==> config.mk <==
export PLATFORM = sky130hd
export DESIGN_NAME = tloa_ram
export DESIGN_NICKNAME = d
export VERILOG_FILES = /design/src/tloa_ram.sv
export SDC_FILE = /design/constraint.sdc
export NUM_CORES = 2
export LEC_CHECK = 0
export ABC_CLOCK_PERIOD_IN_PS = 3690
export BUFFER_PORTS_ARGS = -buffer_cell sky130_fd_sc_hd__buf_2
export CORE_MARGIN = 2
export CORE_UTILIZATION = 55
export DETAILED_ROUTE_END_ITERATION = 12
export PLACE_DENSITY = 0.73
export SLEW_MARGIN = 20
export SYNTH_ARGS = -nofsm -noshare
export SYNTH_HDL_FRONTEND = slang
export SYNTH_SLANG_ARGS = --single-unit
==> constraint.sdc <==
create_clock -name clk -period 3.69 [get_ports clk]
set_input_delay 0.369 -clock clk [delete_from_list [all_inputs] [get_ports clk]]
set_output_delay 0.369 -clock clk [all_outputs]
set_load 0.01 [all_outputs]
==> src/tloa_ram.sv <==
`timescale 1ns / 1ps
// ----------------------------------------------------------------------------
// tloa_ram
// generic single-port-write, single-read ram with registered read
// ----------------------------------------------------------------------------
module tloa_ram #(
	parameter int WIDTH = 32,
	parameter int DEPTH = 64
) (
	input  logic                     clk,
	input  logic                     we,
	input  logic [$clog2(DEPTH)-1:0] waddr,
	input  logic [WIDTH-1:0]         wdata,
	input  logic [$clog2(DEPTH)-1:0] raddr,
	output logic [WIDTH-1:0]         rdata
);
	logic [WIDTH-1:0] mem [DEPTH];

	always_ff @(posedge clk) begin
		if (we) mem[waddr] <= wdata;
		rdata <= mem[raddr];
	end
endmodule

* Word level (Yosys, flattened, before mapping)
Memory sizes are Yosys's and may differ from the RTL's. A register that Yosys moved wholly into a read port is not among the register bits.
Cells that the tools add are included.
** Word-level totals
- Register bits after elaboration :: 0
- Memory bits (writable) :: 2048
- Input port bits :: 46
- Logic and storage cells :: 3
- Memories kept :: 1
** Operators by class
- Muxes and demuxes :: 2
** Memories
- mem :: words 64, width 32, rd ports 1, clocked after memory_dff 1, wr ports 1, line 17 : logic [WIDTH-1:0] mem [DEPTH];
** Operators with widths (count)
- $mux W1 :: 2

* Longest topological paths before layout
- Depth in word-level cells :: 2
- Depth in mapped cells :: 10

* Worst setup path after synthesis
OpenSTA, ideal clock, no wires.
- Path kind :: input to register
- Start point :: in waddr[3]
- End point :: mem mem[48][0] (enable)
- Setup time :: 0.461 ns
- Arrival time :: 3.068 ns
- Data required time :: 3.229 ns
- Slack :: 0.161 ns
- Stages on the path :: 4
- Buffers on the path :: 1
- Cells stage by stage :: clkbuf_1 > nor2b_1 > nand4b_1 > nor3_1
** RTL lines
- start: declaration :: line 12 : input logic [$clog2(DEPTH)-1:0] waddr,
- end: declaration :: line 17
Straight into the memory's write port.

==> impl_metrics.yaml <==
finish:
  instances_no_fill: 5655
  area.growth.synth_to_final_pct: 13.7
  layout-drive-gt1-share: 0.306
  nNetsFinal: 3637
  finalInstanceArea_um2: 89300
  n_fill_cell: 9110
synth:
  synth_nets: 3370
  yosysUniqueCellTypes: 34
  synth_edf_count: 2048
  yosysSeqAreaShare: 0.791
  ys_ff_latch: 2080
  syn_inst: 3324
  avgSynthCellArea_um2: 23.6
  yosysTopAreaCellShare: 0.783
  netlist_area_um2: 78500
  yosysWarnings: 0
  async_reset_ff_frac: 0
  synth_ff_type: "edfxtp_1"
  yosysTopAreaCell: "edfxtp_1"
  yosys-top-cells-area: "edfxtp_1 78%, mux4_2 16%, mux2i_1 1.2%"
timing:
  clock.fmax_mhz: 380
  fin_crit_ps: 2630
  rsz0062_at_grt: "no"
  finalSetupTns_ps: 0
  setup_viol: 0
  fin_skew_ps: 20.7
  relSlewSlack: 0.215
  worstMarginPinSlew_ps: 1180
  hold_viol_final: 0
  slew_viol_final: 0
  post-route-period-util: 0.712
worst_setup_path:
  r2r-start: "mem[15][9]"
  worst_setup_path_end_kind: "flop"
  critPathLaunch: "raddr[0]"
  cp_num_buf_inv: 3
  critPathKind: "in -> reg"
  r2r_end: "rdata[9]"
  slowest_delay_ps: 720
  crit_arrival_ps: 3240
  crit_cells: 8
  cp.required_ps: 4300
  crit_family: "buffers and inverters"
  crit_end: "rdata[4]"
  crit_chain: "buf_8, buf_12, buf_12, mux4_2, mux2i_1, nor2_1, o32ai_1, nor3_1"
  cp-start-kind: "primary input"
  reg2reg_slack_ps: 1370
  crit_path_max_fanout: 37
  crit_path_top_delay_cell: "o32ai_1"
  r2r_cells: 4
  crit_path_frequent_cell: "buf_12"
placed_design:
  dp_cells: 5283
  dp_hpwl_um: 104000
  port-buffer-count: 77
  place.gp.congestion: 0.787
  placed_area_um2: 82800
clocking:
  cts_hold_buf: 0
  cts_setup_buffers: 0
  cts_resized: 0
  path_clk_slew_ps: 60
  cts-root-buf: "clkbuf_16"
  cts_buffer_depth: 3
  htree_levels: 4
  clock_latency_ps: 820
  clock-sinks: 2080
  cts_buffers: 196
  cts_tree: "done"
hold_path:
  hold_path_class: "in -> reg"
  min_from: "wdata[21]"
grt:
  grt_busiest_layer: "met2"
  use_met3: 0.0721
  grt_pass1_wl_um: 277000
  antenna_found_initial: 10
  grt_max_degree: 65
  grt_use_met1: 0.377
  grt_pass1_vias: 37733
  track_usage: 0.271
  overflow: 0
  grt.met2_usage: 0.421
run:
  maxCapViolations: 0
detailed_routing:
  drc: 0
  wl_um: 195000
  firstDrtPassIters: 6
  wire_per_inst_um: 34.5
  route.vias.total: 37652
  via_per_inst: 6.66
  postRouteAntennaNets: 0
  drt_iter0_markers: 5085
outcome:
  status: "completed"
power_and_ir_drop:
  peakVddDrop_v: 0.000422
  power.density_nw_per_um2: 544
  p_leak_nw: 27.9
floorplanning:
  die-area_um2: 146000
  die_w_um: 382
  row_count: 138
  floorplan.initialDensity: 0.555
  pin_count: 78
  core_um2: 142000
  die_h_um: 382
[logic make-up (layout without fill, tap and decap cells)]
kind of cell,after synthesis,count (layout),share of synthesized area
flip-flops,2080,2080,0.791
AO/OA/AOI/OAI,202,202,0.0167
multiplexers,637,637,0.168
buffers and inverters,182,620,0.0113
other,0,3,0
AND/OR/NAND/NOR,223,223,0.0127
[Yosys cell counts (5+ instances only)]
cell,count
a21oi_1,62
a22oi_1,12
a311oi_1,8
buf_1,21
buf_2,57
buf_4,25
buf_6,5
clkbuf_1,74
dfxtp_1,32
edfxtp_1,2048
mux2i_1,93
mux4_2,544
nand2_1,26
nand2b_1,8
nand3_1,5
nand3b_1,5
nor2_1,137
nor2b_1,15
nor3_1,7
o221ai_1,27
o22ai_1,84
[area by class of cell]
class	instances	area [um2]	area share
diodes	3	7.51	0.0000841
flip-flops and latches	2080	62100	0.696
well taps	1890	2360	0.0265
repair buffers	251	2380	0.0267
clock buffers	254	5400	0.0605
multi-input cells	1062	16000	0.179
clock inverters	115	995	0.0111
[power by group]
part,internal (mW),switching [mW]
clock network,11.4,8.56
registers,26.2,0.131
logic,0.930,1.43
[sequential cells by signal, indices dropped and copies added, names as in the netlist]
register	cells
mem	2048
rdata	32
[cells in the final DEF (no fill, tap or decap), types with 5 or more instances in the layout]
master,instances
o22ai_1,84
dfxtp_1,32
a311oi_1,8
nor2b_1,15
edfxtp_1,2048
mux2i_1,93
clkbuf_1,37
a22oi_1,12
buf_2,51
clkinvlp_4,6
bufinv_16,15
mux4_2,544
nor2_4,62
buf_4,148
o221ai_1,27
a21oi_1,62
nand3b_1,5
clkbuf_16,202
nand2b_1,7
nand3_1,5
clkbuf_8,15
nand2_1,26
nor3_1,5
buf_12,48
clkinv_2,41
clkinv_1,44
nor2_1,75
[how the worst min path moves through the flow]
stage / cells past startpoint / endpoint
4_1_cts: 1 / mem[46][21]
5_1_grt: 1 / mem[45][21]
3_5_place_dp: 4 / rdata[8]
2_1_floorplan: 0 / mem[0][0]
3_3_place_gp: 4 / rdata[17]
6_report: 1 / mem[46][21]
[stage by stage]
step / total power [mW] / setup WS [ps] / hold slack, ps / util
2_1_floorplan: 28.0 / 161 / 468 / -
3_3_place_gp: 29.1 / 264 / 709 / 0.585
3_5_place_dp: 29.1 / 265 / 734 / 0.585
4_1_cts: 48.8 / 1100 / 25.5 / 0.630
5_1_grt: 49.8 / 1020 / 49.2 / 0.630
6_report: 48.6 / 1060 / 59.6 / 0.630
[layer usage]
layer	up-vias	part of all wire
met1	20004	0.36
met4	10	0.038
met3	365	0.12
li1	14825	-
met5	-	0.00030
met2	2448	0.48
Note: power is estimated with default switching activity, not from simulation.
