### src/tloa_pkg.sv
`timescale 1ns / 1ps
// ----------------------------------------------------------------------------
// tloa_pkg
// shared constants, codes and types for the local operator apply block
// ----------------------------------------------------------------------------
package tloa_pkg;

	localparam int MAX_BOND_RANK = 4;
	localparam int MAX_OP_RANK   = 4;
	localparam int MAX_MODE      = 4;

	localparam int ENV_DEPTH  = MAX_BOND_RANK * MAX_OP_RANK * MAX_BOND_RANK;
	localparam int CORE_DEPTH = MAX_OP_RANK * MAX_MODE * MAX_MODE * MAX_OP_RANK;
	localparam int VEC_DEPTH  = MAX_BOND_RANK * MAX_MODE * MAX_BOND_RANK;
	localparam int ST1_DEPTH  = MAX_BOND_RANK * MAX_OP_RANK * MAX_MODE * MAX_BOND_RANK;
	localparam int ST2_DEPTH  = MAX_BOND_RANK * MAX_BOND_RANK * MAX_MODE * MAX_OP_RANK;

	localparam int ENV_AW  = $clog2(ENV_DEPTH);
	localparam int CORE_AW = $clog2(CORE_DEPTH);
	localparam int VEC_AW  = $clog2(VEC_DEPTH);
	localparam int ST1_AW  = $clog2(ST1_DEPTH);
	localparam int ST2_AW  = $clog2(ST2_DEPTH);

	localparam int ACC_W = 80;

	localparam logic [2:0] ACT_LEFT    = 3'd0;
	localparam logic [2:0] ACT_CORE    = 3'd1;
	localparam logic [2:0] ACT_RIGHT   = 3'd2;
	localparam logic [2:0] ACT_VECTOR  = 3'd3;
	localparam logic [2:0] ACT_COMPUTE = 3'd4;

	localparam logic [2:0] REG_LEFT_RANK  = 3'd0;
	localparam logic [2:0] REG_LEFT_OP    = 3'd1;
	localparam logic [2:0] REG_MODE       = 3'd2;
	localparam logic [2:0] REG_RIGHT_OP   = 3'd3;
	localparam logic [2:0] REG_RIGHT_RANK = 3'd4;
	localparam logic [2:0] REG_REG        = 3'd5;

	// clamped sizes, 1..4
	typedef struct packed {
		logic [2:0] nl;
		logic [2:0] ns;
		logic [2:0] nm;
		logic [2:0] nS;
		logic [2:0] nL;
	} sizes_t;

	// sequencer to datapath control
	typedef struct packed {
		logic       mac;    // product valid this cycle
		logic       clr;    // first product of a sum
		logic       fin;    // last product of a sum
		logic [1:0] stage;  // 1..3
	} mac_ctl_t;

	function automatic logic [2:0] clampsz(input logic [2:0] v, input logic [2:0] mx);
		logic [2:0] r;
		r = v;
		if (v == 3'd0) r = 3'd1;
		else if (v > mx) r = mx;
		return r;
	endfunction

	// Q32.32 sum to Q16.16, round half up, saturate
	function automatic logic signed [31:0] finish(input logic signed [ACC_W-1:0] a);
		logic signed [ACC_W-1:0] r;
		logic signed [ACC_W-1:0] h;
		logic signed [31:0] o;
		r = a + ACC_W'(32768);
		h = r >>> 32;
		if (h >= ACC_W'(32768)) o = 32'sh7fffffff;
		else if (h < -ACC_W'(32768)) o = 32'sh80000000;
		else o = r[47:16];
		return o;
	endfunction

endpackage

### src/tloa_seq.sv
`timescale 1ns / 1ps
// ----------------------------------------------------------------------------
// tloa_seq
// loop sequencer: walks the three contraction stages and makes addresses
// ----------------------------------------------------------------------------
module tloa_seq (
	input  logic                        clk,
	input  logic                        arst_n,
	input  logic                        go,
	input  tloa_pkg::sizes_t            sz,
	output logic                        busy,
	output tloa_pkg::mac_ctl_t          ctl,
	output logic [tloa_pkg::ENV_AW-1:0]  left_ra,
	output logic [tloa_pkg::CORE_AW-1:0] core_ra,
	output logic [tloa_pkg::ENV_AW-1:0]  right_ra,
	output logic [tloa_pkg::VEC_AW-1:0]  vec_ra,
	output logic [tloa_pkg::ST1_AW-1:0]  st1_ra,
	output logic [tloa_pkg::ST2_AW-1:0]  st2_ra,
	output logic [7:0]                  out_idx,
	output logic                        out_last
);
	typedef enum logic [3:0] {
		S_IDLE = 4'b0001,
		S_RUN  = 4'b0010,
		S_DRAIN = 4'b0100,
		S_REG  = 4'b1000
	} state_t;

	state_t state_q;
	logic [1:0] stage_q;
	// outer indices a,b,c,d and inner e,f; stage 3 moves d inside
	logic [2:0] a_q, b_q, c_q, d_q, e_q, f_q;
	logic [2:0] lb, ld, le, lf;
	logic inner_last, outer_last;
	logic [7:0] idx;
	logic [2:0] dcnt_q;

	function automatic logic [tloa_pkg::ENV_AW-1:0] ENV_AWfn(input int v);
		return v[tloa_pkg::ENV_AW-1:0];
	endfunction
	function automatic logic [tloa_pkg::VEC_AW-1:0] VEC_AWfn(input int v);
		return v[tloa_pkg::VEC_AW-1:0];
	endfunction
	function automatic logic [tloa_pkg::ST1_AW-1:0] ST1_AWfn(input int v);
		return v[tloa_pkg::ST1_AW-1:0];
	endfunction
	function automatic logic [tloa_pkg::CORE_AW-1:0] CORE_AWfn(input int v);
		return v[tloa_pkg::CORE_AW-1:0];
	endfunction
	function automatic logic [tloa_pkg::ST2_AW-1:0] ST2_AWfn(input int v);
		return v[tloa_pkg::ST2_AW-1:0];
	endfunction

	// stage 3: outer order a,c,b; inner pair d (R over nL), e (S over nS)
	wire in3 = (stage_q == 2'd3);
	wire [2:0] s3_R = d_q;
	wire [2:0] s3_S = e_q;
	wire s3_inner_last = (e_q == sz.nS - 3'd1) && (d_q == sz.nL - 3'd1);

	always_comb begin
		lb = sz.ns; ld = sz.nL; le = sz.nl; lf = 3'd1;
		case (stage_q)
			2'd1: begin lb = sz.ns; ld = sz.nL; le = sz.nl; lf = 3'd1; end
			2'd2: begin lb = sz.nL; ld = sz.nS; le = sz.ns; lf = sz.nm; end
			2'd3: begin lb = sz.nL; ld = sz.nL; le = sz.nS; lf = 3'd1; end
			default: ;
		endcase
	end

	assign inner_last = in3 ? s3_inner_last :
		((e_q == le - 3'd1) && (f_q == lf - 3'd1));
	assign outer_last = in3 ?
		((a_q == sz.nl - 3'd1) && (c_q == sz.nm - 3'd1) && (b_q == sz.nL - 3'd1)) :
		((a_q == sz.nl - 3'd1) && (b_q == lb - 3'd1) &&
		(c_q == sz.nm - 3'd1) && (d_q == ld - 3'd1));

	always_ff @(posedge clk or negedge arst_n) begin
		if (!arst_n) begin
			state_q <= S_IDLE;
			stage_q <= 2'd1;
			{a_q, b_q, c_q, d_q, e_q, f_q} <= '0;
			dcnt_q <= '0;
		end else begin
			case (state_q)
				S_IDLE: begin
					if (go) begin
						state_q <= S_RUN;
						stage_q <= 2'd1;
						{a_q, b_q, c_q, d_q, e_q, f_q} <= '0;
					end
				end
				S_RUN: begin
					if (inner_last) begin
						e_q <= '0; f_q <= '0;
						if (stage_q == 2'd3) begin
							// inner pair restarts, outer a,c,b advances
							d_q <= '0;
							if (outer_last) begin
								state_q <= S_DRAIN; dcnt_q <= '0;
							end else if (b_q == lb - 3'd1) begin
								b_q <= '0;
								if (c_q == sz.nm - 3'd1) begin c_q <= '0; a_q <= a_q + 3'd1; end
								else c_q <= c_q + 3'd1;
							end else b_q <= b_q + 3'd1;
						end else if (outer_last) begin
							state_q <= S_DRAIN; dcnt_q <= '0;
						end else if (d_q == ld - 3'd1) begin
							d_q <= '0;
							if (c_q == sz.nm - 3'd1) begin
								c_q <= '0;
								if (b_q == lb - 3'd1) begin b_q <= '0; a_q <= a_q + 3'd1; end
								else b_q <= b_q + 3'd1;
							end else c_q <= c_q + 3'd1;
						end else d_q <= d_q + 3'd1;
					end else if (stage_q == 2'd3) begin
						if (e_q == le - 3'd1) begin e_q <= '0; d_q <= d_q + 3'd1; end
						else e_q <= e_q + 3'd1;
					end else if (f_q == lf - 3'd1) begin
						f_q <= '0; e_q <= e_q + 3'd1;
					end else f_q <= f_q + 3'd1;
				end
				S_DRAIN: begin
					// let the write-back of the last sum land before next stage reads
					dcnt_q <= dcnt_q + 3'd1;
					if (dcnt_q == 3'd4) begin
						{a_q, b_q, c_q, d_q, e_q, f_q} <= '0;
						if (stage_q == 2'd3) state_q <= S_IDLE;
						else begin
							stage_q <= stage_q + 2'd1;
							state_q <= S_RUN;
						end
					end
				end
				S_REG: state_q <= S_IDLE;
				default: state_q <= S_IDLE;
			endcase
		end
	end

	assign busy = (state_q != S_IDLE);

	always_comb begin
		ctl.mac   = (state_q == S_RUN);
		ctl.stage = stage_q;
		if (in3) begin
			ctl.clr = (d_q == 3'd0) && (e_q == 3'd0);
			ctl.fin = s3_inner_last;
		end else begin
			ctl.clr = (e_q == 3'd0) && (f_q == 3'd0);
			ctl.fin = inner_last;
		end
	end

	// addresses, all flat row-major at the current sizes
	always_comb begin
		left_ra  = ENV_AWfn((a_q * sz.ns + b_q) * sz.nl + e_q);
		vec_ra   = VEC_AWfn((e_q * sz.nm + c_q) * sz.nL + d_q);
		st1_ra   = ST1_AWfn(((a_q * sz.ns + e_q) * sz.nm + f_q) * sz.nL + b_q);
		core_ra  = CORE_AWfn(((e_q * sz.nm + c_q) * sz.nm + f_q) * sz.nS + d_q);
		st2_ra   = ST2_AWfn(((a_q * sz.nL + s3_R) * sz.nm + c_q) * sz.nS + s3_S);
		right_ra = ENV_AWfn((b_q * sz.nS + s3_S) * sz.nL + s3_R);
		idx      = 8'((int'(a_q) * sz.nm + c_q) * sz.nL + b_q);
		if (in3) vec_ra = VEC_AWfn(32'(idx));
		out_idx  = idx;
		out_last = (a_q == sz.nl - 3'd1) && (c_q == sz.nm - 3'd1) &&
			(b_q == sz.nL - 3'd1);
	end
endmodule

### config.mk
export PLATFORM = sky130hd
export DESIGN_NAME = tloa_seq
export DESIGN_NICKNAME = d
export VERILOG_FILES = /design/src/tloa_pkg.sv /design/src/tloa_seq.sv
export SDC_FILE = /design/constraint.sdc
export NUM_CORES = 1
export LEC_CHECK = 0
export BUFFER_PORTS_ARGS = -buffer_cell sky130_fd_sc_hd__clkbuf_2
export CAP_MARGIN = 40
export CORE_ASPECT_RATIO = 0.8
export CORE_UTILIZATION = 58
export CTS_CLUSTER_DIAMETER = 150
export DETAILED_ROUTE_END_ITERATION = 7
export PLACE_DENSITY = 0.81
export SETUP_SLACK_MARGIN = 0.1
export SLEW_MARGIN = 5
export SYNTH_ARGS = -nofsm -noshare
export SYNTH_HDL_FRONTEND = slang
export SYNTH_SLANG_ARGS = --single-unit
### constraint.sdc
create_clock -name clk -period 6.9 [get_ports clk]
set_clock_uncertainty 0.2 [all_clocks]
set_input_delay 0.345 -clock clk [delete_from_list [all_inputs] [get_ports clk]]
set_output_delay 0.345 -clock clk [all_outputs]
set_load 0.05 [all_outputs]
**Yosys cells after proc, flatten, opt, wreduce, memory -nomap -nowiden**

Cells that the tools add are included.

- Bits in read-only memories: 0
- Register bits after elaboration: 27
- Memories kept: 0
- Bits in latches: 0
- RAM bits: 0

- Muxes and demuxes: 65
- Divide/modulo/power cells: 0
- Magnitude comparators: 0
- Bitwise logic cells: 0
- Multiply operators: 15
- Eq/ne operators: 32
- Shifts and indexed selects: 0
- Reductions and logical operators: 25
- Add/sub/neg operators: 32

Operators by type and width:

| kind | count |
|---|---|
| two-way mux 3 bit | 43 |
| case mux 3 bit (3 select lines) | 6 |
| adder 6 x 3 -> 7 bit | 6 |
| adder 10 x 3 -> 11 bit | 3 |
| multiplier 11 x 3 -> 8 bit | 3 |
| adder 8 x 3 -> 8 bit | 4 |
| multiplier 3 x 3 -> 6 bit | 5 |
| multiplier 7 x 3 -> 10 bit | 3 |
| == test 3 bit | 9 |
| subtractor 3 x 1 -> 3 bit, second input constant | 8 |
| adder 3 x 1 -> 3 bit, second input constant | 7 |
| multiplier 7 x 3 -> 6 bit | 3 |
| adder 6 x 3 -> 6 bit | 3 |
| two-way mux 4 bit | 4 |
| AND reduction 4 bit | 4 |
| AND reduction 7 bit | 2 |
| != test 3 x 1 -> 1 bit, second input constant | 4 |
| case mux 3 bit (2 select lines) | 2 |
| case mux 4 bit (3 select lines) | 1 |
| two-way mux 2 bit | 5 |
| logical AND 1 bit | 9 |
| logical NOT 3 bit | 3 |
| multiplier 7 x 3 -> 8 bit | 1 |
| != test 2 x 1 -> 1 bit, second input constant | 4 |
| 19 further kinds | 27 |

**Logic depth before layout (Yosys ltp)**

Gate-level depths: netlist (run 1).

- Depth in word-level cells: 13
- Gate-level depth with buffers: 28
- Gate-level depth less buffers: 25

**Least setup slack after synthesis (run 1)**

No wires, ideal clock.

- Path type: in2out
- From: input port sz[0] (netlist name)
- To: output port st2_ra[7] (netlist name)
- Stages: 25
- Arrival: 7256 ps
- Setup slack: -901 ps
- Path through: clkbuf_1 > clkbuf_1 > clkbuf_1 > nand2_1 > fa_1 > inv_1 > fa_1 > fa_1 > nand2_1 > fa_1 > fa_1 > inv_1 > fa_1 > and2_1 > fa_1 > inv_1 > fa_1 > inv_1 > fa_1 > a21oi_1 > nor2_1 > nor2_1 > o21ai_0 > xnor2_1 > xnor3_1

- Cells in the longest elaborated chain, start to end: 6

Ends and longest elaborated chain:

| element | line | source |
|---|---|---|
| start, declared | tloa_seq.sv:10 | `input tloa_pkg::sizes_t sz,` |
| multiplier 3 x 3 -> 6 bit | tloa_seq.sv:160 | `st2_ra = ST2_AWfn(((a_q * sz.nL + s3_R) * sz.nm + c_q) * sz.nS + s3_S);` |
| adder 6 x 3 -> 7 bit | tloa_seq.sv:160 |  |
| multiplier 7 x 3 -> 10 bit | tloa_seq.sv:160 |  |
| adder 10 x 3 -> 11 bit | tloa_seq.sv:160 |  |
| multiplier 11 x 3 -> 8 bit | tloa_seq.sv:160 |  |
| adder 8 x 3 -> 8 bit | tloa_seq.sv:160 |  |
| end, declared | tloa_seq.sv:18 | `output logic [tloa_pkg::ST2_AW-1:0] st2_ra,` |

No other way between the ends.

**Final worst setup path (run 1)**

- From: register a_q[2]
- To: output port st2_ra[7] (netlist name)

- Cells in the longest elaborated chain, start to end: 6

Ends and longest elaborated chain:

| element | line | source |
|---|---|---|
| start, declared | tloa_seq.sv:32 | `logic [2:0] a_q, b_q, c_q, d_q, e_q, f_q;` |
| start signal, assigned | tloa_seq.sv:81 | `{a_q, b_q, c_q, d_q, e_q, f_q} <= '0;` |
| start signal, assigned | tloa_seq.sv:89 | `{a_q, b_q, c_q, d_q, e_q, f_q} <= '0;` |
| start signal, assigned | tloa_seq.sv:102 | `if (c_q == sz.nm - 3'd1) begin c_q <= '0; a_q <= a_q + 3'd1; end` |
| multiplier 3 x 3 -> 6 bit | tloa_seq.sv:160 |  |
| adder 6 x 3 -> 7 bit | tloa_seq.sv:160 |  |
| multiplier 7 x 3 -> 10 bit | tloa_seq.sv:160 |  |
| adder 10 x 3 -> 11 bit | tloa_seq.sv:160 |  |
| multiplier 11 x 3 -> 8 bit | tloa_seq.sv:160 |  |
| adder 8 x 3 -> 8 bit | tloa_seq.sv:160 |  |

No other way between the ends.

==> out/qor.csv, run 1 <==
metric,value,unit
area_growth_syn_to_layout,20.8,%
hold_path_class,primary input to register,
grt.overflow.total,0,
timing.setup.tns,-0.502,ns
clkSinkCount,26,
synth_top_family_by_area,adder cells,
synth_cell_types,62,
synth_edf_count,0,
drt_iter0_drc,500,
tightest_slew,0.703,ns
reg2reg_to,c_q[1],
rsz0062_at_grt,yes,
p_sw_share,57.7,%
die_w,144,um
ant_nets,0,
violations,setup timing,
firstDrtPassIters,7,
period_needed,7.13,ns
irDropWorstVdd,0.000151,V
power.internal,797,uW
cp_data_required_time,6.36,ns
min_path_cells,4,
finalWorstSetupSlack,-0.227,ns
p_sw,1.09,mW
r2r-start,stage_q[0],
synthSimpleGateAreaFrac,19.0,%
r2r_slack,2.91,ns
finalWirelength,23.0,mm
avgSynthCellArea,8.48,um2
initial_core_util,59.4,%
slew_headroom,53.1,%
num_vias,8112,
synthArstFlopShare,100,%
cts-htree-levels,1,
cp.arrival,6.58,ns
seq_power_share,11.2,%
core_area,0.0158,mm2
final_area,0.0113,mm2
path_clk_slew,0.07,ns
grt_max_degree,33,
hold_path_end,state_q[0],
cts_root_buf,clkbuf_16,
ff2ff_path_depth,12,
p_leak,6.38,nW
antenna_found_initial,0,
track_usage,28.2,%
pre_cts_ws,-0.240,ns
seq_area_frac_synth,6.95,%
cp_max_fo,3,
synth_top_area_cell,ha_1,
grt_pass1_wl,37.4,mm
cp-end-kind,output port,
cts_buffer_depth,2,
ys_seq_elements,26,
placed_area,0.0107,mm2
powerDensity,166,mW/mm2
wl_per_cell,15.7,um
synthesis.nets,1396,
drc_errors,0,
cts_tree,yes,
p_clk_share,7.0,%
routabilityCongestion,0.917,
hold_violations,0,
numPortBuffers,74,
synth_mux_area_share,1.48,%
vias_per_cell,5.54,
maxSlewViolCount,0,
die-area,0.0167,mm2
boundaryPins,75,
syn_area,0.00939,mm2
grt_pass1_vias,7959,
synthCells,1108,
holdWs,0.308,ns
fillers,1221,
drv_cap,0,
synthFlopType,dfrtp_1,
setup_viol,3,
synthAdderAreaFrac,42.4,%
min_from,go,
cts_buffers,3,
drive_gt1_share,21.2,%
critPathLaunchType,register,
min_period_over_period,103,%
synth_xor_area_share,12.6,%
layout.nets,1537,
core.rowCount,41,
synth_top_area_share,25.3,%
dieHeight,116,um
insertion_delay,0.26,ns
yosysWarnings,0,
fmax,140,MHz
synth_compound_area_share,10.9,%
synthTopCellsByArea,"ha_1, fa_1, xnor2_1, and2_1, dfrtp_1",
outcome,"complete, but fails checks",
diodes,0,
hpwlAfterDp,18.3,mm
crit_type,register to output port,
pwr-share-comb,81.8,%
==> stage by stage <==
| stage | power (mW) | cells | util, % |
|---|---|---|---|
| final | 1.88 | 1463 | 71.8 |
| after global routing | 2.04 | 1463 | 71.8 |
| after CTS | 1.85 | 1457 | 69.9 |
| after detailed placement | 1.67 | 1447 | 67.9 |
| after global placement | 1.64 | 1447 | 67.9 |
| after floorplan | 1.30 | 1108 | - |
==> Yosys cell counts (3+ instances only) <==
cell type	n
nor2_1	47
a22o_1	4
o21ai_0	26
o21ai_1	4
nor3b_1	3
o31ai_1	3
nand4_1	4
o21bai_1	11
o2bb2ai_1	3
nand3_1	11
and3_1	6
nor3_1	10
a31oi_1	5
nor2b_1	5
ha_1	190
or3_1	7
fa_1	80
inv_1	130
nand3b_1	4
xor2_1	29
mux2_2	5
nand2b_1	13
clkbuf_1	29
dfrtp_1	24
a21oi_1	51
o21a_1	6
xnor2_1	85
and2_1	106
mux2i_1	6
xnor3_1	6
a21o_1	30
nand2_1	124
==> critical path, stage by stage, from the launching register on <==
cell and delay, ns:
dfrtp_1 0.40, nand2_1 0.09, fa_1 0.62, inv_2 0.05, fa_2 0.45, fa_1 0.56
nand2_1 0.08, fa_1 0.50, fa_1 0.43, inv_2 0.09, fa_2 0.45, and2_4 0.15
fa_1 0.48, inv_1 0.05, fa_1 0.52, inv_2 0.05, fa_2 0.35, a21oi_2 0.13
nor2_1 0.06, nor2_2 0.12, o21ai_2 0.08, xnor2_1 0.17, xnor3_2 0.28, buf_8 0.16
==> cells in the final DEF, fill, tap and decap left out, drive strengths merged, types with 3 or more instances in the layout <==
master and count:
fa 80, mux2i 6, buf 104, o2bb2ai 3, nand2 124, dfrtp 24
nand3 11, nand3b 4, a21o 30, nor3 10, nor3b 4, xnor2 85
a21oi 51, o21bai 11, nand4 4, inv 131, o31ai 3, or3 7
and2 106, nor2 47, xnor3 6, ha 190, and3 6, a31oi 5
a22o 4, o21ai 30, xor2 29, nand2b 13, clkbuf 68, nor2b 5
mux2 7, o21a 6
==> logic make-up after synthesis <==
family,after synthesis
buffers and inverters,164
xor gates and xnor gates,122
DFF,26
muxes,13
and+or+nand+nor,352
adders and majority gates,270
AOI/OAI and AO/OA,161
==> worst max path at each step <==
stage	startpoint	to	slack [ns]	cells past startpoint
after global routing	e_q[1]	core_ra[7]	-0.42	25
after global placement	sz[2]	st2_ra[7]	-0.11	24
after detailed placement	sz[2]	st2_ra[7]	-0.24	25
final	a_q[2]	st2_ra[7]	-0.23	23
after CTS	a_q[0]	st2_ra[7]	-0.32	23
after floorplan	sz[2]	st2_ra[7]	-0.08	26
==> power groups by stage <==
| stage | sequential [mW] | clock (mW) | combinational (mW) |
|---|---|---|---|
| 2_1_floorplan | 0.209 | 0 | 1.09 |
| 3_3_place_gp | 0.211 | 0 | 1.43 |
| 3_5_place_dp | 0.212 | 0 | 1.46 |
| 4_1_cts | 0.209 | 0.136 | 1.51 |
| 5_1_grt | 0.213 | 0.140 | 1.69 |
| 6_report | 0.210 | 0.132 | 1.54 |
==> cell type report <==
class	count	area (um2)	area share [%]
clock buffers	4	78.8	0.695
inverters	131	492	4.33
multi-input cells	918	8610	75.9
flip-flops and latches	26	654	5.77
well taps	215	269	2.37
repair buffers	169	1240	11.0
==> layer usage <==
layer	vias up	global-route usage, %	part of all wire, %
met1	3864	38.6	45
met5	-	0	0
met2	244	46.9	46
met3	56	3.51	6.1
met4	0	7.86	2.7
li1	3948	-	-
==> sequential cells by signal (all words and copies together), names as in the netlist <==
register and flops:
a_q 3, b_q 3, c_q 3, d_q 3, dcnt_q 3, e_q 3, f_q 3, stage_q 2
state_q 3
==> what timing repair did <==
| item | CTS | global route |
|---|---|---|
| hold endpoints to repair | 24 | 0 |
| buffers inserted | 6 | 6 |
| hold buffers | 1 | 0 |
| endpoints found under the setup margin | 12 | 14 |
| gates resized for setup | 38 | 50 |
| pin swaps | 22 | 48 |
Note: power is estimated with default switching activity, not from simulation.
==> inputs of run 2 (changes only) <==
- ABC_AREA: default -> 1
- PLACE_DENSITY: 0.81 -> 0.8
==> run 2 against run 1 <==
Compared with the run above:
- global-route usage is 3.2 points higher
- largest cell class unchanged
- the flow still finishes with violations (setup timing)
- clock-buffer cell count fell by 1
- setup slack got worse by 0.079 ns
==> out/qor.csv, run 2 <==
metric,value,unit,change
outcome,"complete, but fails checks",,
violations,setup timing,,
finalWirelength,28.1,mm,+22%
layout.nets,1948,,+27%
drt_iter0_drc,922,,+84%
num_vias,10200,,+26%
avgSynthCellArea,6.61,um2,-22%
seq_area_frac_synth,6.48,%,-0.47 points
fmax,139,MHz,-1.1%
cts_root_buf,clkbuf_16,,
crit_type,register to output port,,
insertion_delay,0.26,ns,about the same
synthFlopType,dfrtp_1,,
area_growth_syn_to_layout,21.7,%,
cp.arrival,6.66,ns,+0.08 ns
slew_headroom,48.2,%,-4.9 points
diodes,0,,unchanged
synth_top_area_cell,ha_1,,
hold_violations,0,,unchanged
synthCells,1524,,+38%
die-area,0.0179,mm2,+7.2%
cts_buffer_depth,2,,unchanged
initial_core_util,60.1,%,+0.67 points
synth_top_area_share,23.6,%,-1.7 points
hpwlAfterDp,22.2,mm,+21%
critPathMaxStageDelay,0.58,ns,-0.04 ns
grt_max_degree,27,,-18%
antenna_found_initial,1,,+1
vias_per_cell,5.43,,-2.0%
timing.setup.tns,-0.736,ns,-0.233 ns
synth_edf_count,0,,unchanged
cpMaxStageDelayCell,fa_1,,
cts-htree-levels,1,,unchanged
grt.overflow.total,0,,unchanged
ant_nets,0,,unchanged
yosysWarnings,0,,unchanged
drv_cap,0,,unchanged
cts_tree,yes,,
cp_max_fo,4,,+1
drive_gt1_share,19.3,%,-1.9 points
cp-end-kind,output port,,
wl_per_cell,15.0,um,-4.8%
firstDrtPassIters,6,,-1
path_clk_slew,0.06,ns,about the same
cts_buffers,3,,unchanged
path_buf_inv,8,,+3
finalWorstSetupSlack,-0.306,ns,-0.0791 ns
ys_seq_elements,26,,unchanged
boundaryPins,75,,unchanged
numPortBuffers,74,,unchanged
routabilityCongestion,0.951,,+3.7%
core.rowCount,42,,+2.4%
synthTopCellsByCount,"nand2_1, inv_1, ha_1",,
layout_common_cells,"nand2_1, inv_1, ha_1, buf_4, nor2_1",,
layout.cells.most_common,nand2_1,,
track_usage,31.4,%,+3.2 points
setup_viol,5,,+2
dieHeight,120,um,+3.5%
synthTopCellsByArea,"ha_1, nand2_1, fa_1, inv_1, dfrtp_1",,
crit_family,adder cells,,
grt_pass1_wl,44.9,mm,+20%
post-synth-top-count-cell,nand2_1,,
rsz0062_at_grt,yes,,
drc_errors,0,,unchanged
die_w,149,um,+3.5%
critPathLaunchType,register,,
r2r_slack,2.82,ns,-0.09 ns
maxSlewViolCount,0,,unchanged
grt_pass1_vias,9511,,+19%
core_area,0.0168,mm2,+6.1%
tightest_slew,0.777,ns,+0.0739 ns
syn_area,0.0101,mm2,+7.3%
cp_data_required_time,6.36,ns,about the same
synthArstFlopShare,100,%,unchanged
hold_path_class,primary input to register,,
clkSinkCount,26,,unchanged
crit_top_cell,nand2_1,,
period_needed,7.21,ns,+0.0791 ns
synth_cell_types,37,,-40%
synthesis.nets,1812,,+30%
min_period_over_period,104,%,+1.1 points
## run 2: cell count changes after synthesis, moves of 13 or more
cell and delta:
xor2_1 +22, nor2_1 +39, nand3_1 +70, and2_1 -104, inv_1 +188, nand2_1 +351, xnor2_1 -60, a21o_1 -24
nand2b_1 -13
## run 2: repair_timing
item | CTS | global route
hold buffers | 1 | 0
pin swaps | 44 | 47
resized for setup | 66 | 76
endpoints found under the hold margin | 24 | 0
buffers inserted | 8 | 7
endpoints found under the setup margin | 12 | 13
## run 2: logic make-up after synthesis
| kind of cell | count (synthesis) | share of synthesized area [%] |
|---|---|---|
| simple gates | 697 | 28.7 |
| buf+inv | 358 | 13.5 |
| fa+ha+maj | 270 | 39.5 |
| compound gates | 97 | 5.23 |
| xor+xnor | 76 | 6.60 |
| flops | 26 | 6.48 |
## run 2: layout make-up
cell class	instances	area (um2)
multi-input combinational	1140	8820
inverter	325	1220
timing repair buffer	164	1190
tap	220	275
fill	1254	4500
clock inverter	1	30.0
clock buffer	3	75.1
sequential	26	656
## run 2: path summary, 6_finish.rpt
check                      startpoint         end  cells past startpoint
max in group asynchronous      arst_n      a_q[0]                      2
min                                go  state_q[0]                      3
min in group asynchronous      arst_n      d_q[0]                      2
max                            a_q[0]   st1_ra[7]                     32
max reg2reg                stage_q[0]      e_q[2]                     18
min reg2reg                 dcnt_q[2]   dcnt_q[2]                      2
## run 2: worst register-to-register path, cell delays in order, from the launching register on
cell	delay, ns
dfstp_2	0.55
ha_1	0.66
inv_1	0.54
o22ai_1	0.27
a21oi_1	0.07
ha_1	0.21
inv_1	0.06
nand2_1	0.05
nand2_1	0.12
nand3_1	0.09
nand2_1	0.07
inv_1	0.04
nor2_1	0.16
nand2_1	0.12
nand3_2	0.19
inv_2	0.07
nand3_1	0.14
nand2_1	0.17
o21ai_1	0.23
## run 2: metal layers
| metal | GRT usage (%) | part of all wire [%] | up-vias |
|---|---|---|---|
| li1 | - | - | 4933 |
| met1 | 42.9 | 42 | 4687 |
| met2 | 51.4 | 45 | 506 |
| met3 | 4.18 | 9.7 | 81 |
| met4 | 9.06 | 3.3 | 2 |
| met5 | 0 | 0.039 | - |
## run 2: metrics by stage
stage / cell area (um2) / hold slack, ns / util [%] / std cells / setup WS, ns
floorplan: 10300 / -0.151 / - / 1524 / -0.0835
global placement: 11400 / 0.206 / 67.9 / 1861 / -0.0947
detailed placement: 11400 / 0.219 / 67.9 / 1861 / -0.285
CTS: 11900 / 0.116 / 70.9 / 1873 / -0.263
global route: 12300 / 0.129 / 73.2 / 1879 / -0.520
finish: 12300 / 0.117 / 73.2 / 1879 / -0.306
Power of run 2 is not shown: default switching activity piles up to over one toggle a cycle in this logic, so the estimate is an artifact.
==> inputs of run 3 (changes only) <==
- CTS_BUF_LIST: default -> sky130_fd_sc_hd__clkbuf_4
==> run 3 against run 2 <==
Compared with the run above:
- the flow still finishes with violations (setup timing)
- critical endpoint is now st2_ra[7]
- register-to-register slack improved by 0.03 ns
- maximum frequency fell by 1.4%
- die area did not move
- cell count grew 0.21%
- clock-buffer cell count is the same
- setup slack got worse by 0.10 ns
- critical path depth is 1 lower
- worst hold slack got worse by 0.090 ns
- first-iteration DRC count grew 5.2%
==> out/qor.csv, run 3 (synthesized netlist as in run 2, its figures left out) <==
metric,value,unit,change
drt_iter0_drc,970,,+5.2%
cpMaxStageDelayCell,fa_1,,
layout_common_cells,"nand2_1, inv_1, ha_1, buf_4, nor2_1",,
path_clk_slew,0.15,ns,+0.09 ns
hold_violations,0,,unchanged
grt_pass1_wl,44.7,mm,-0.32%
vias_per_cell,5.45,,+0.28%
critPathLaunchType,register,,
grt.overflow.total,0,,unchanged
diodes,0,,unchanged
period_needed,7.31,ns,+0.104 ns
cp.arrival,6.77,ns,+0.11 ns
grt_pass1_vias,9553,,+0.44%
cp_data_required_time,6.36,ns,about the same
violations,setup timing,,
hpwlAfterDp,22.2,mm,unchanged
path_buf_inv,8,,unchanged
insertion_delay,0.34,ns,+0.08 ns
pre_cts_ws,-0.285,ns,unchanged
wl_per_cell,15.1,um,+1.1%
hold_path_class,primary input to register,,
outcome,"complete, but fails checks",,
die-area,0.0179,mm2,unchanged
area_growth_syn_to_layout,22.5,%,
cts_buffer_depth,2,,unchanged
min_period_over_period,106,%,+1.5 points
layout.nets,1952,,+0.21%
critPathMaxStageDelay,0.59,ns,about the same
fmax,137,MHz,-1.4%
setup_viol,7,,+2
cp_max_fo,3,,-1
drc_errors,0,,unchanged
ant_nets,0,,unchanged
finalWirelength,28.5,mm,+1.3%
dieHeight,120,um,unchanged
track_usage,31.3,%,-0.036 points
initial_core_util,60.1,%,unchanged
die_w,149,um,unchanged
cts_buffers,3,,unchanged
drive_gt1_share,20.0,%,+0.74 points
rsz0062_at_grt,yes,,
boundaryPins,75,,unchanged
core.rowCount,42,,unchanged
tightest_slew,0.769,ns,-0.00769 ns
core_area,0.0168,mm2,unchanged
crit_type,register to output port,,
clkSinkCount,26,,unchanged
firstDrtPassIters,6,,unchanged
grt_max_degree,27,,unchanged
antenna_found_initial,0,,-1
num_vias,10300,,+0.49%
cts-htree-levels,1,,unchanged
cts_root_buf,clkbuf_4,,
drv_cap,0,,unchanged
crit_family,adder cells,,
fillers,1244,,-0.80%
numPortBuffers,74,,unchanged
cp-end-kind,output port,,
finalWorstSetupSlack,-0.410,ns,-0.104 ns
layout.cells.most_common,nand2_1,,
maxSlewViolCount,0,,unchanged
routabilityCongestion,0.951,,unchanged
slew_headroom,48.7,%,+0.51 points
cts_tree,yes,,
==> run 3: per-stage QoR <==
stage | TNS (ns) | util (%) | cells | cell area, um2 | hold slack (ns)
floorplan | -0.173 | - | 1524 | 10300 | -0.151
CTS | -1.35 | 70.8 | 1874 | 11900 | 0.0292
finish | -1.83 | 73.7 | 1883 | 12400 | 0.0272
detailed placement | -0.618 | 67.9 | 1861 | 11400 | 0.219
global placement | -0.0947 | 67.9 | 1861 | 11400 | 0.206
global route | -4.06 | 73.7 | 1883 | 12400 | 0.0298
==> run 3: final timing paths <==
check                            from    endpoint  slack (ns)  cells after the start
max reg2reg                stage_q[0]      e_q[2]        2.85                     18
min in group asynchronous      arst_n      b_q[2]        0.37                      2
max in group asynchronous      arst_n      a_q[2]        5.65                      2
min                                go  state_q[0]        0.03                      3
min reg2reg                 dcnt_q[2]   dcnt_q[2]        0.37                      2
max                            a_q[2]   st2_ra[7]       -0.41                     31
==> run 3: worst min-delay path, stage by stage <==
cell and delay (ns):
clkbuf_2 0.07, or2_2 0.10, nand2_1 0.05
==> run 3: routing by layer <==
layer	vias up	track usage, %	share of wire, %
met2	469	51.2	46
met1	4770	42.2	42
met3	76	5.25	8.8
met4	0	9.50	3.7
met5	-	0	0
li1	4944	-	-
==> run 3: area by class of cell <==
class | instances | area (um2) | share of cell area [%]
repair buffers | 168 | 1250 | 10.2
well taps | 220 | 275 | 2.23
clock inverters | 1 | 30.0 | 0.243
multi-input cells | 1140 | 8890 | 72.0
clock buffers | 3 | 22.5 | 0.182
flip-flops and latches | 26 | 657 | 5.32
inverters | 325 | 1220 | 9.91
==> run 3: timing repair <==
item	in CTS	in global routing
endpoints found under the setup margin	14	16
hold endpoints to repair	24	0
gates cloned	0	0
resized for setup	71	92
hold buffers	1	0
pin swaps	40	34
setup buffers	9	11
Power of run 3 is left out for the same reason.
